[src/rtl/ldtu_pkg.sv]
// shared types and constants for the link distance table update unit
package ldtu_pkg;

  // distance arithmetic
  localparam int SCALE_RANGE = 100;
  localparam int DIST_MAX    = 255;
  localparam int DIST_BITS   = 8;
  localparam int QUOT_BITS   = 8;
  localparam int STEP_BITS   = $clog2(QUOT_BITS);
  localparam int CNT_BITS    = 16;

  // configuration register indexes (byte address bit 2)
  localparam logic REG_TOLERANCE     = 1'b0;
  localparam logic REG_FWD_THRESHOLD = 1'b1;

  // configuration reset values
  localparam logic [DIST_BITS-1:0] TOLERANCE_RST     = 8'd10;
  localparam logic [DIST_BITS-1:0] FWD_THRESHOLD_RST = 8'd128;

  // status from the divider back to the sequencer
  typedef struct packed {
    logic                 done;
    logic [QUOT_BITS-1:0] quotient;
  } div_status_t;

endpackage

[src/rtl/link_distance_table_update_unit.sv]
// top level of the link distance table update unit
//
// one word in, one word out. a word is taken on start while busy is low and
// busy stays high until its result has been shown. after the accepting edge an
// item goes through these steps in order: form the scaled numerator and read
// the table, load the divider, run the restoring divider that yields one
// quotient bit per cycle, let the divider flag done, compare and write the
// table, and show the result with the done strobe. a new word is taken only
// once the result has been shown. the one divider serves both ratio branches.
// the result sits on the output ports for the single cycle that done is high
// and the receiver cannot stall it. the distance table comes out of reset
// cleared at once (per-entry valid bits), so no sweep is needed. tolerance and
// forward_threshold are written over the apb port at byte addresses 0 and 4
// and are meant to be changed only while busy is low.
module link_distance_table_update_unit import ldtu_pkg::*; #(
  parameter int HOST_COUNT = 64,
  parameter int COUNT_BITS = 16
) (
  input  logic        clk,
  input  logic        rst,
  // command side
  input  logic        start,
  output logic        busy,
  input  logic [5:0]  host_index,
  input  logic [47:0] peer_mac,
  input  logic [15:0] sent_count,
  input  logic [15:0] received_count,
  // result side
  output logic        done,
  output logic [7:0]  link_distance,
  output logic        table_updated,
  output logic [47:0] report_mac,
  output logic [7:0]  stored_distance,
  output logic [31:0] forward_count,
  // configuration
  input  logic        psel,
  input  logic        penable,
  input  logic        pwrite,
  input  logic [2:0]  paddr,
  input  logic [31:0] pwdata,
  output logic [31:0] prdata,
  output logic        pready
);

  // counts are used in their low COUNT_BITS bits, never more than the port has
  localparam int CW    = (COUNT_BITS < CNT_BITS) ? COUNT_BITS : CNT_BITS;
  localparam int NW    = CW + QUOT_BITS;
  localparam int IDX_W = $clog2(HOST_COUNT);

  typedef enum logic [4:0] {
    ST_IDLE = 5'b00001,
    ST_MUL  = 5'b00010,
    ST_DIV  = 5'b00100,
    ST_UPD  = 5'b01000,
    ST_OUT  = 5'b10000
  } state_t;

  state_t state;
  state_t state_next;

  // configuration registers
  logic [DIST_BITS-1:0] tolerance;
  logic [DIST_BITS-1:0] forward_threshold;
  logic                 cfg_write;

  // latched item
  logic [IDX_W-1:0] host;
  logic             host_in_range;
  logic [CW-1:0]    sent;
  logic [CW-1:0]    recv;
  logic             recv_ge;      // received >= sent: scaled-ratio branch
  logic             both_zero;    // nothing received and nothing sent
  logic [47:0]      mac;

  // divider operands
  logic [NW-1:0]    numer;
  logic [CW-1:0]    denom;
  logic             div_start;
  div_status_t      div_status;

  // distance table and its valid bits
  logic [DIST_BITS-1:0] dist_mem [HOST_COUNT];
  logic [HOST_COUNT-1:0] entry_valid;
  logic [DIST_BITS-1:0] mem_rd;
  logic                 valid_rd;

  // update stage logic
  logic [DIST_BITS-1:0] quot;
  logic [DIST_BITS-1:0] distance;
  logic [DIST_BITS-1:0] old_dist;
  logic [DIST_BITS-1:0] diff;
  logic                 replace;

  // apb: always ready, write on the access phase
  assign pready    = 1'b1;
  assign cfg_write = psel & penable & pwrite & pready;

  always_ff @(posedge clk) begin
    if (rst) begin
      tolerance         <= TOLERANCE_RST;
      forward_threshold <= FWD_THRESHOLD_RST;
    end else if (cfg_write) begin
      unique case (paddr[2])
        REG_TOLERANCE:     tolerance         <= pwdata[DIST_BITS-1:0];
        REG_FWD_THRESHOLD: forward_threshold <= pwdata[DIST_BITS-1:0];
        default: ;
      endcase
    end
  end

  always_comb begin
    unique case (paddr[2])
      REG_TOLERANCE:     prdata = 32'(tolerance);
      REG_FWD_THRESHOLD: prdata = 32'(forward_threshold);
      default:           prdata = '0;
    endcase
  end

  // sequencer
  assign busy = (state != ST_IDLE);

  always_comb begin
    state_next = state;
    unique case (state)
      ST_IDLE: if (start) state_next = ST_MUL;
      ST_MUL:  state_next = ST_DIV;
      ST_DIV:  if (div_status.done) state_next = ST_UPD;
      ST_UPD:  state_next = ST_OUT;
      ST_OUT:  state_next = ST_IDLE;
      default: state_next = ST_IDLE;
    endcase
  end

  always_ff @(posedge clk) begin
    if (rst) begin
      state     <= ST_IDLE;
      div_start <= 1'b0;
    end else begin
      state     <= state_next;
      div_start <= (state == ST_MUL);
    end
  end

  // item capture
  always_ff @(posedge clk) begin
    if (state == ST_IDLE && start) begin
      host          <= IDX_W'(host_index);
      host_in_range <= (32'(host_index) < HOST_COUNT);
      sent          <= sent_count[CW-1:0];
      recv          <= received_count[CW-1:0];
      recv_ge       <= (received_count[CW-1:0] >= sent_count[CW-1:0]);
      both_zero     <= (received_count[CW-1:0] == '0) && (sent_count[CW-1:0] == '0);
      mac           <= peer_mac;
    end
  end

  // scaled numerator: sent*100 over received, or received*155 over sent
  always_ff @(posedge clk) begin
    if (state == ST_MUL) begin
      if (recv_ge) begin
        numer <= NW'(sent) * NW'(SCALE_RANGE);
        denom <= recv;
      end else begin
        numer <= NW'(recv) * NW'(DIST_MAX - SCALE_RANGE);
        denom <= sent;
      end
    end
  end

  ldtu_divider #(
    .DEN_BITS (CW)
  ) u_div (
    .clk         (clk),
    .rst         (rst),
    .start       (div_start),
    .numerator   (numer),
    .denominator (denom),
    .status      (div_status)
  );

  // table read during the multiply cycle, write in the update cycle
  always_ff @(posedge clk) begin
    if (state == ST_MUL) begin
      mem_rd <= dist_mem[host];
    end
    if (state == ST_UPD && host_in_range && replace) begin
      dist_mem[host] <= distance;
    end
  end

  always_ff @(posedge clk) begin
    if (rst) begin
      entry_valid <= '0;
      valid_rd    <= 1'b0;
    end else begin
      if (state == ST_MUL) begin
        valid_rd <= entry_valid[host];
      end
      if (state == ST_UPD && host_in_range && replace) begin
        entry_valid[host] <= 1'b1;
      end
    end
  end

  // distance from the quotient
  assign quot = div_status.quotient;

  always_comb begin
    if (both_zero) begin
      distance = DIST_BITS'(DIST_MAX);
    end else if (recv_ge) begin
      distance = quot;
    end else if (quot == DIST_BITS'(DIST_MAX)) begin
      distance = DIST_BITS'(1);
    end else begin
      distance = DIST_BITS'(DIST_MAX) - quot;
    end
  end

  // an unset entry reads as zero and is always replaced
  assign old_dist = valid_rd ? mem_rd : '0;
  assign diff     = (distance >= old_dist) ? (distance - old_dist) : (old_dist - distance);
  assign replace  = (diff >= tolerance) || (old_dist == '0);

  // result registers and the saturating forward counter
  always_ff @(posedge clk) begin
    if (state == ST_UPD) begin
      link_distance   <= distance;
      table_updated   <= host_in_range & replace;
      if (!host_in_range) begin
        stored_distance <= '0;
      end else if (replace) begin
        stored_distance <= distance;
      end else begin
        stored_distance <= old_dist;
      end
    end
  end

  always_ff @(posedge clk) begin
    if (rst) begin
      forward_count <= '0;
    end else if (state == ST_UPD && distance < forward_threshold && forward_count != '1) begin
      forward_count <= forward_count + 1'b1;
    end
  end

  assign report_mac = mac;
  assign done       = (state == ST_OUT);

endmodule

[src/rtl/ldtu_divider.sv]
// restoring shift-subtract divider, one quotient bit per cycle
module ldtu_divider import ldtu_pkg::*; #(
  parameter int DEN_BITS = 16
) (
  input  logic                          clk,
  input  logic                          rst,
  input  logic                          start,
  input  logic [DEN_BITS+QUOT_BITS-1:0] numerator,
  input  logic [DEN_BITS-1:0]           denominator,
  output div_status_t                   status
);

  localparam int NUM_BITS = DEN_BITS + QUOT_BITS;

  logic [NUM_BITS-1:0]  rem;
  logic [NUM_BITS-1:0]  dsh;
  logic [QUOT_BITS-1:0] quot;
  logic [STEP_BITS-1:0] step;
  logic                 running;
  logic                 done;
  logic                 fits;

  // shared compare and subtract
  assign fits = (rem >= dsh);

  always_ff @(posedge clk) begin
    if (rst) begin
      running <= 1'b0;
      done    <= 1'b0;
      step    <= '0;
    end else begin
      done <= 1'b0;
      if (start) begin
        running <= 1'b1;
        step    <= STEP_BITS'(QUOT_BITS - 1);
      end else if (running) begin
        step <= step - 1'b1;
        if (step == '0) begin
          running <= 1'b0;
          done    <= 1'b1;
        end
      end
    end
  end

  always_ff @(posedge clk) begin
    if (start) begin
      rem  <= numerator;
      dsh  <= NUM_BITS'(denominator) << (QUOT_BITS - 1);
      quot <= '0;
    end else if (running) begin
      if (fits) begin
        rem <= rem - dsh;
      end
      quot <= {quot[QUOT_BITS-2:0], fits};
      dsh  <= dsh >> 1;
    end
  end

  assign status.done     = done;
  assign status.quotient = quot;

endmodule

[config.mk]
export PLATFORM = sky130hd
export DESIGN_NAME = link_distance_table_update_unit
export DESIGN_NICKNAME = d
export VERILOG_FILES = /design/src/rtl/ldtu_pkg.sv /design/src/rtl/link_distance_table_update_unit.sv /design/src/rtl/ldtu_divider.sv
export SDC_FILE = /design/constraint.sdc
export NUM_CORES = 1
export LEC_CHECK = 0
export ABC_AREA = 1
export BUFFER_PORTS_ARGS = -buffer_cell sky130_fd_sc_hd__buf_2
export CAP_MARGIN = 20
export CORE_ASPECT_RATIO = 1.75
export CORE_MARGIN = 3
export CORE_UTILIZATION = 30
export CTS_CLUSTER_DIAMETER = 30
export DETAILED_ROUTE_END_ITERATION = 10
export GPL_ROUTABILITY_DRIVEN = 0
export GPL_TIMING_DRIVEN = 0
export PLACE_DENSITY = 0.57
export SYNTH_ARGS = -nofsm -noshare
export SYNTH_HDL_FRONTEND = slang
export SYNTH_SLANG_ARGS = --single-unit
[constraint.sdc]
create_clock -name clk -period 6.2 [get_ports clk]
set_input_delay 0.31 -clock clk [delete_from_list [all_inputs] [get_ports clk]]
set_output_delay 0.31 -clock clk [all_outputs]
set_load 0.02 [all_outputs]
==> results of run 1 <==
## synth_stat cells, drive strengths merged, types with 14 or more instances
master,instances,share of area (%)
a21oi,200,2.5
a221oi,36,0.80
a22oi,74,1.4
buf,87,1.3
clkbuf,68,0.65
dfxtp,139,7.0
edfxtp,705,54
fa,52,2.6
ha,182,5.8
inv,452,4.3
nand2,807,7.7
nand3,160,2.1
nand4,117,1.9
nor2,154,1.5
nor3,51,0.65
o21a,30,0.57
o21ai,176,2.2
o22ai,29,0.46
xnor2,14,0.31
xor2,32,0.71
## worst max-delay path: cells and delay by family (launching register included)
family | cells | cell delay (ns)
buffers and inverters | 7 | 1.67
and+or+nand+nor | 10 | 1.51
AOI/OAI and AO/OA | 5 | 0.90
adders and majority gates | 2 | 0.75
DFF | 1 | 0.57
## sequential cells by signal (all words and copies together) (netlist names), 23 cells and up
signal         cells
u_div.rem         24
forward_count     32
numer             24
entry_valid       64
u_div.dsh         23
report_mac        48
dist_mem         512
## per-stage QoR
step	utilization, %	setup slack, ns	hold WS, ns	cell area [sq um]	instances
global route	36.8	0.0845	0.0600	48000	5913
global placement	32.8	-3.27	0.443	42700	5577
detailed placement	33.2	-0.0602	0.449	43200	5610
CTS	36.7	0.105	0.00304	47900	5908
finish	36.9	0.415	0.0479	48000	5914
floorplan	-	0.123	0.409	39600	3690
## power by group
| part | switching [W] | internal [W] | total [W] | leakage [nW] |
|---|---|---|---|---|
| Sequential | 0.0000766 | 0.00644 | 0.00652 | 7.46 |
| Combinational | 0.00217 | 0.00104 | 0.00321 | 9.61 |
| Clock | 0.00270 | 0.00353 | 0.00624 | 1.78 |
## final cells by class
cell class / instances / area (sq um)
fillers: 12700 / 82300
flip-flops and latches: 844 / 24000
multi-input cells: 2239 / 13200
clock buffers: 126 / 2850
repair buffers: 339 / 2520
well taps: 1681 / 2100
inverters: 452 / 1790
clock inverters: 76 / 808
plain buffers: 155 / 781
diodes: 2 / 5.00
## cell families after synthesis
| kind of cell | synth area share, % |
|---|---|
| xor+xnor | 1.02 |
| fa+ha+maj | 8.40 |
| compound gates | 9.35 |
| simple gates | 14.3 |
| buf+inv | 6.26 |
| flops | 60.7 |
| other cells | 0.0190 |
## path summary, 6_finish.rpt
check / endpoint / slack (ns) / cells after the start
hold / removal: tolerance[3] / 0.05 / 3
hold reg to reg: entry_valid[42] / 0.46 / 2
setup reg to reg: dist_mem[37][7] / 0.41 / 24
setup / recovery: dist_mem[37][7] / 0.41 / 24
## routing by layer
| metal | GRT usage [%] | vias to the layer above | share of wire [%] |
|---|---|---|---|
| met5 | 0 | - | 0.020 |
| met4 | 13.8 | 4 | 8.1 |
| met3 | 3.65 | 416 | 6.5 |
| met2 | 34.6 | 1235 | 51 |
| met1 | 19.5 | 14200 | 34 |
| li1 | - | 13700 | - |
## repair_timing
item | CTS | global route
hold endpoints to repair | 103 | 0
endpoints found under the setup margin | 112 | 536
hold buffers | 96 | 0
gates resized for setup | 2 | 33
gates cloned | 0 | 0
==> results.tsv, run 1 <==
stage	metric	value	unit
global_route	number of global-route vias before repair	29900	
global_route	gr usage total	19.1	%
power_and_ir_drop	PwrDens	332	nW/um^2
timing	Final Setup Violations	0	
worst_setup_path	critical path class	flip-flop to flip-flop	
worst_setup_path	Critical Path Start	recv_ge	
die	floorplan row count	175	
synth	Warnings, synthesis	0	
clocking	CTS Sinks	844	
timing	RSZ-0062 raised after global routing	false	
power_and_ir_drop	Leakage Power	18.9	nW
detailed_routing	routed length per placed instance	22.3	um
worst_setup_path	CP most frequent cell	nor2_1	
power_and_ir_drop	final total power	0.0160	W
synth	Yosys reg bits	844	
timing	Slew Limit Fails	0	
worst_setup_path	reg-to-reg critical path startpoint	recv_ge	
detailed_routing	vias	29600	
timing	Setup Skew	0.0488	ns
worst_hold_path	Hold Path Class	input pin to flip-flop	
global_route	first-pass GRT wire length	191	mm
detailed_routing	vias per cell	5.01	
clocking	Max Root-Sink Buffers	3	
synth	syn avg cell area	10.8	sq um
timing	fin crit period	5.79	ns
worst_setup_path	CP max-delay cell	edfxtp_1	
outcome	status	finished, final reports clean	
finish	commonest cells after routing, fill and taps aside	803 x nand2_1, 705 x edfxtp_1, 417 x inv_1	
die	starting density of the core	30.3	%
finish	nets	4498	
synth	Netlist Area Pre-Place	39500	sq um
worst_setup_path	crit end category	flip-flop	
synth	Async SR Flop Fraction	0	%
timing	headroom to the max-slew limit	18.7	%
clocking	CTS buffer count	106	
finish	synthesis-to-layout area growth	21.6	%
clocking	CTS clk-pin slew, worst paths	0.06	ns
detailed_routing	final WL	132	mm
detailed_routing	DR iter-0 viols	2318	
global_route	pin count of the biggest net entering global routing	54	
die	core area	130000	sq um
timing	fmax	0.173	GHz
worst_setup_path	CP required	6.60	ns
synth	Post-synth EDFFs	705	
synth	Synth Instances	3667	
timing	Slew @ Worst Pin	1.22	ns
run	max cap viols	0	
finish	most common cell after layout, fill and taps aside	nand2_1	
detailed_routing	first drt pass iteration count	7	
synth	Yosys cell types	50	
timing	final worst-path cycle share	93.3	%
die	Die Ht	486	um
worst_setup_path	worst-path maximum fanout	42	
worst_setup_path	worst path cell trace	clkbuf_2 -> nor2_1 -> nor3_2 -> inv_4 -> ha_1 -> inv_1 -> o21ai_0 -> a21oi_1 -> nor2_1 -> nor2_1 -> a21oi_1 -> o21ai_1 -> nand2_1 -> inv_1 -> ha_1 -> nand2_1 -> nor2_1 -> nand4_1 -> o211ai_2 -> nand2_1 -> inv_2 -> buf_4 -> nand3_1 -> clkinvlp_4	
detailed_routing	Antenna Nets Post-Route	0	
timing	setup tns final	0	ns
global_route	total global routing overflow	0	
power_and_ir_drop	Worst IR Drop VDD	0.234	mV
detailed_routing	residual DRC count	0	
clocking	Root Buffer Master	clkbuf_16	
synth	Main synth FF type	edfxtp_1	
clocking	H-tree Lvls	3	
timing	endpoints failing hold	0	
worst_setup_path	Startpoint Class	flip-flop	
global_route	initial antenna violation count	3	
die	IO Count	259	
die	die area	136000	sq um
clocking	Skew-Pair Late Insertion Delay	0.75	ns
worst_hold_path	hold_sp	paddr[2]	
place	hpwl dp	96.0	mm
worst_setup_path	CP peak stage delay	0.57	ns
worst_setup_path	CP arrival	6.18	ns
clocking	TritonCTS clock tree	done	
clocking	Post-CTS Setup Bufs	0	
synth	post-synthesis sequential area ratio	60.7	%
place	port bufs	206	
finish	share of cells above drive strength 1	13.6	%
die	Chip Width	280	um
Note: power is estimated with default switching activity, not from simulation.
==> inputs of run 2 (changes only) <==
--- a/config.mk
+++ b/config.mk
@@ -16,6 +16,7 @@
 export GPL_ROUTABILITY_DRIVEN = 0
 export GPL_TIMING_DRIVEN = 0
 export PLACE_DENSITY = 0.57
+export RECOVER_POWER = 100
 export SYNTH_ARGS = -nofsm -noshare
 export SYNTH_HDL_FRONTEND = slang
 export SYNTH_SLANG_ARGS = --single-unit
==> run 2 against run 1 <==
The run now ends with capacitance limit, slew limit left. Critical path depth is 1 lower. Non-clock buffer count stayed put. Wire length hardly changed. Final area is 0.94% lower. Count of clock-buffer cells in the layout stayed put. Worst hold slack better by 0.038 ns. Critical path type unchanged. Critical endpoint unchanged. Largest cell class unchanged.
==> results.tsv, run 2 (same netlist as run 1, synthesis figures left out) <==
stage	metric	value	unit	change
power_and_ir_drop	Leakage Power	18.2	nW	was 18.9 nW
die	IO Count	259		unchanged
worst_setup_path	worst path cell trace	clkbuf_2 -> nor2_1 -> nor3_2 -> inv_4 -> ha_1 -> inv_1 -> o21ai_0 -> a21oi_1 -> o31ai_1 -> xor2_1 -> nand2_1 -> nand2_1 -> inv_1 -> ha_1 -> a21oi_1 -> o21ai_0 -> a21oi_1 -> o211ai_2 -> nand2_1 -> inv_2 -> buf_4 -> nand3_1 -> clkinvlp_4		was clkbuf_2 -> nor2_1 -> nor3_2 -> inv_4 -> ha_1 -> inv_1 -> o21ai_0 -> a21oi_1 -> nor2_1 -> nor2_1 -> a21oi_1 -> o21ai_1 -> nand2_1 -> inv_1 -> ha_1 -> nand2_1 -> nor2_1 -> nand4_1 -> o211ai_2 -> nand2_1 -> inv_2 -> buf_4 -> nand3_1 -> clkinvlp_4
power_and_ir_drop	Int Pwr	0.0110	W	about the same
worst_setup_path	Startpoint Class	flip-flop		unchanged
worst_setup_path	CP arrival	6.14	ns	was 6.18 ns
place	port bufs	206		unchanged
timing	min setup slack post-route	0.439	ns	was 0.415 ns
global_route	number of global-route vias before repair	29900		unchanged
place	pre-CTS setup slack	-0.0602	ns	unchanged
worst_setup_path	CP max-delay cell	edfxtp_1		unchanged
die	Chip Width	280	um	unchanged
timing	Setup Skew	0.0509	ns	was 0.0488 ns
timing	RSZ-0062 raised after global routing	false		unchanged
detailed_routing	first drt pass iteration count	8		was 7
die	starting density of the core	30.3	%	unchanged
worst_setup_path	R2R setup slack	0.44	ns	was 0.41 ns
global_route	pin count of the biggest net entering global routing	54		unchanged
worst_setup_path	CP required	6.58	ns	was 6.60 ns
clocking	H-tree Lvls	3		unchanged
clocking	TritonCTS clock tree	done		unchanged
worst_setup_path	WP depth	23		was 24
worst_setup_path	critical path class	flip-flop to flip-flop		unchanged
finish	synthesis-to-layout area growth	20.4	%	was 21.6%
detailed_routing	DR iter-0 viols	2246		was 2318
global_route	gr usage total	19.1	%	unchanged
worst_setup_path	Critical Path Start	recv_ge		unchanged
timing	Slew Limit Fails	436		was 0
clocking	Root Buffer Master	clkbuf_16		unchanged
finish	Finished Cell Area	47600	sq um	was 48000 sq um
finish	register with the most flip-flops	dist_mem		unchanged
die	Die Ht	486	um	unchanged
finish	nets	4498		unchanged
worst_setup_path	Worst Setup EP	dist_mem[37][7]		unchanged
die	core area	130000	sq um	unchanged
timing	worst hold slack	0.0858	ns	was 0.0479 ns
place	hpwl dp	96.0	mm	unchanged
timing	Slew @ Worst Pin	2.56	ns	was 1.22 ns
power_and_ir_drop	sequential power share	41.1	%	was 40.8%
worst_hold_path	Hold Crit Depth	4		was 3
outcome	failing checks	capacitance limit, slew limit		
power_and_ir_drop	Clk pwr share	39.2	%	was 39.1%
timing	headroom to the max-slew limit	-70.9	%	was 18.7%
power_and_ir_drop	PwrDens	335	nW/um^2	was 332 nW/um^2
finish	commonest cells after routing, fill and taps aside	805 x nand2_1, 705 x edfxtp_1, 417 x inv_1		was 803 x nand2_1, 705 x edfxtp_1, 417 x inv_1
detailed_routing	Antenna Nets Post-Route	0		unchanged
finish	Core Util, Final	36.5	%	was 36.9%
detailed_routing	final WL	132	mm	about the same
global_route	total global routing overflow	0		unchanged
timing	Final Setup Violations	0		unchanged
power_and_ir_drop	Worst IR Drop VDD	0.234	mV	about the same
worst_setup_path	worst-path maximum fanout	42		unchanged
worst_setup_path	CP peak stage delay	0.56	ns	was 0.57 ns
timing	fmax	0.174	GHz	was 0.173 GHz
die	floorplan row count	175		unchanged
detailed_routing	residual DRC count	0		unchanged
place	Placement Cell Area	43200	sq um	unchanged
worst_setup_path	crit path buf inv count	7		unchanged
finish	most common cell after layout, fill and taps aside	nand2_1		unchanged
global_route	initial antenna violation count	3		unchanged
clocking	CTS clk-pin slew, worst paths	0.06	ns	about the same
power_and_ir_drop	Sw Ratio	31.0	%	about the same
detailed_routing	vias per cell	5.00		was 5.01
detailed_routing	vias	29600		about the same
worst_setup_path	RR Endpoint	dist_mem[37][7]		unchanged
worst_setup_path	R2R depth	23		was 24
worst_setup_path	cell family with most CP delay	buffers and inverters		unchanged
clocking	CTS Sinks	844		unchanged
die	die area	136000	sq um	unchanged
finish	max reg flops	512		unchanged
detailed_routing	routed length per placed instance	22.3	um	about the same
run	max cap viols	11		was 0
power_and_ir_drop	Switching Power	0.00494	W	was 0.00495 W
worst_setup_path	reg-to-reg critical path startpoint	recv_ge		unchanged
global_route	first-pass GRT wire length	191	mm	unchanged
clocking	Max Root-Sink Buffers	3		unchanged
timing	fin crit period	5.76	ns	was 5.79 ns
finish	share of cells above drive strength 1	9.38	%	was 13.6%
worst_setup_path	crit end category	flip-flop		unchanged
finish	# fillers	12800		was 12700
worst_hold_path	Hold Path Class	input pin to flip-flop		unchanged
power_and_ir_drop	Comb power frac	19.8	%	was 20.1%
timing	endpoints failing hold	0		unchanged
outcome	status	finished with violations		was finished, final reports clean
clocking	CTS buffer count	106		unchanged
timing	final worst-path cycle share	92.9	%	was 93.3%
clocking	Skew-Pair Late Insertion Delay	0.74	ns	was 0.75 ns
## run 2: cell count changes in the layout (fill, tap and decap cells not counted), moves of 2 or more
cell / before / now
buf_12: 11 / 0
buf_2: 249 / 97
nand2_2: 4 / 2
clkbuf_1: 74 / 247
buf_4: 37 / 30
nand2_1: 803 / 805
## run 2: final cells by class
cell class	count	area, sq um	area share, %
clock buffer	126	2850	5.99
clock inverter	76	808	1.70
tap	1681	2100	4.42
sequential	844	24000	50.4
antenna	2	5.00	0.0105
buffer	155	766	1.61
multi-input combinational	2239	13200	27.7
inverter	452	1790	3.76
timing repair buffer	339	2110	4.44
## run 2: per-stage QoR
step / TNS, ns / std cells / total power (W)
4_1_cts: 0 / 5908 / 0.0160
3_3_place_gp: -1936.74 / 5577 / 0.00967
2_1_floorplan: 0 / 3690 / 0.00863
3_5_place_dp: -0.801 / 5610 / 0.00973
6_report: 0 / 5914 / 0.0159
5_1_grt: 0 / 5913 / 0.0166
## run 2: worst min path at each step
stage	start	end	slack [ns]
finish	penable	tolerance[3]	0.09
global route	start	state[1]	0.08
CTS	paddr[2]	tolerance[3]	0.003
detailed placement	entry_valid[12]	entry_valid[12]	0.45
global placement	entry_valid[19]	entry_valid[19]	0.44
floorplan	host_index[0]	host[0]	0.41
## run 2: routing by layer
metal,up-vias,GRT usage [%],wire length [um]
met3,415,3.65,8310
met1,14200,19.5,45500
met5,-,0,27
met2,1205,34.6,67000
met4,4,13.8,10900
li1,13700,-,-
## run 2: what timing repair did
action,CTS,global route
endpoints found under the hold margin,103,0
hold buffers,96,0
setup endpoints to repair,112,536
setup buffers,0,0
resized for setup,2,33
## run 2: power by group through the flow
stage	Clock (W)	Combinational [W]	Sequential [W]
global route	0.00656	0.00349	0.00655
detailed placement	0	0.00310	0.00664
CTS	0.00633	0.00316	0.00652
floorplan	0	0.00197	0.00666
finish	0.00624	0.00314	0.00653
global placement	0	0.00299	0.00668
## run 2: worst reg2reg max path, cell delays in order, from the launching register on
cell,delay [ns]
edfxtp_1,0.56
clkbuf_2,0.38
nor2_1,0.09
nor3_2,0.30
inv_4,0.26
ha_1,0.48
inv_1,0.09
o21ai_0,0.30
a21oi_1,0.08
o31ai_1,0.09
xor2_1,0.27
nand2_1,0.08
nand2_1,0.09
inv_1,0.05
ha_1,0.28
a21oi_1,0.15
o21ai_0,0.10
a21oi_1,0.35
o211ai_2,0.29
nand2_1,0.20
inv_2,0.16
buf_4,0.25
nand3_1,0.21
clkinvlp_4,0.31
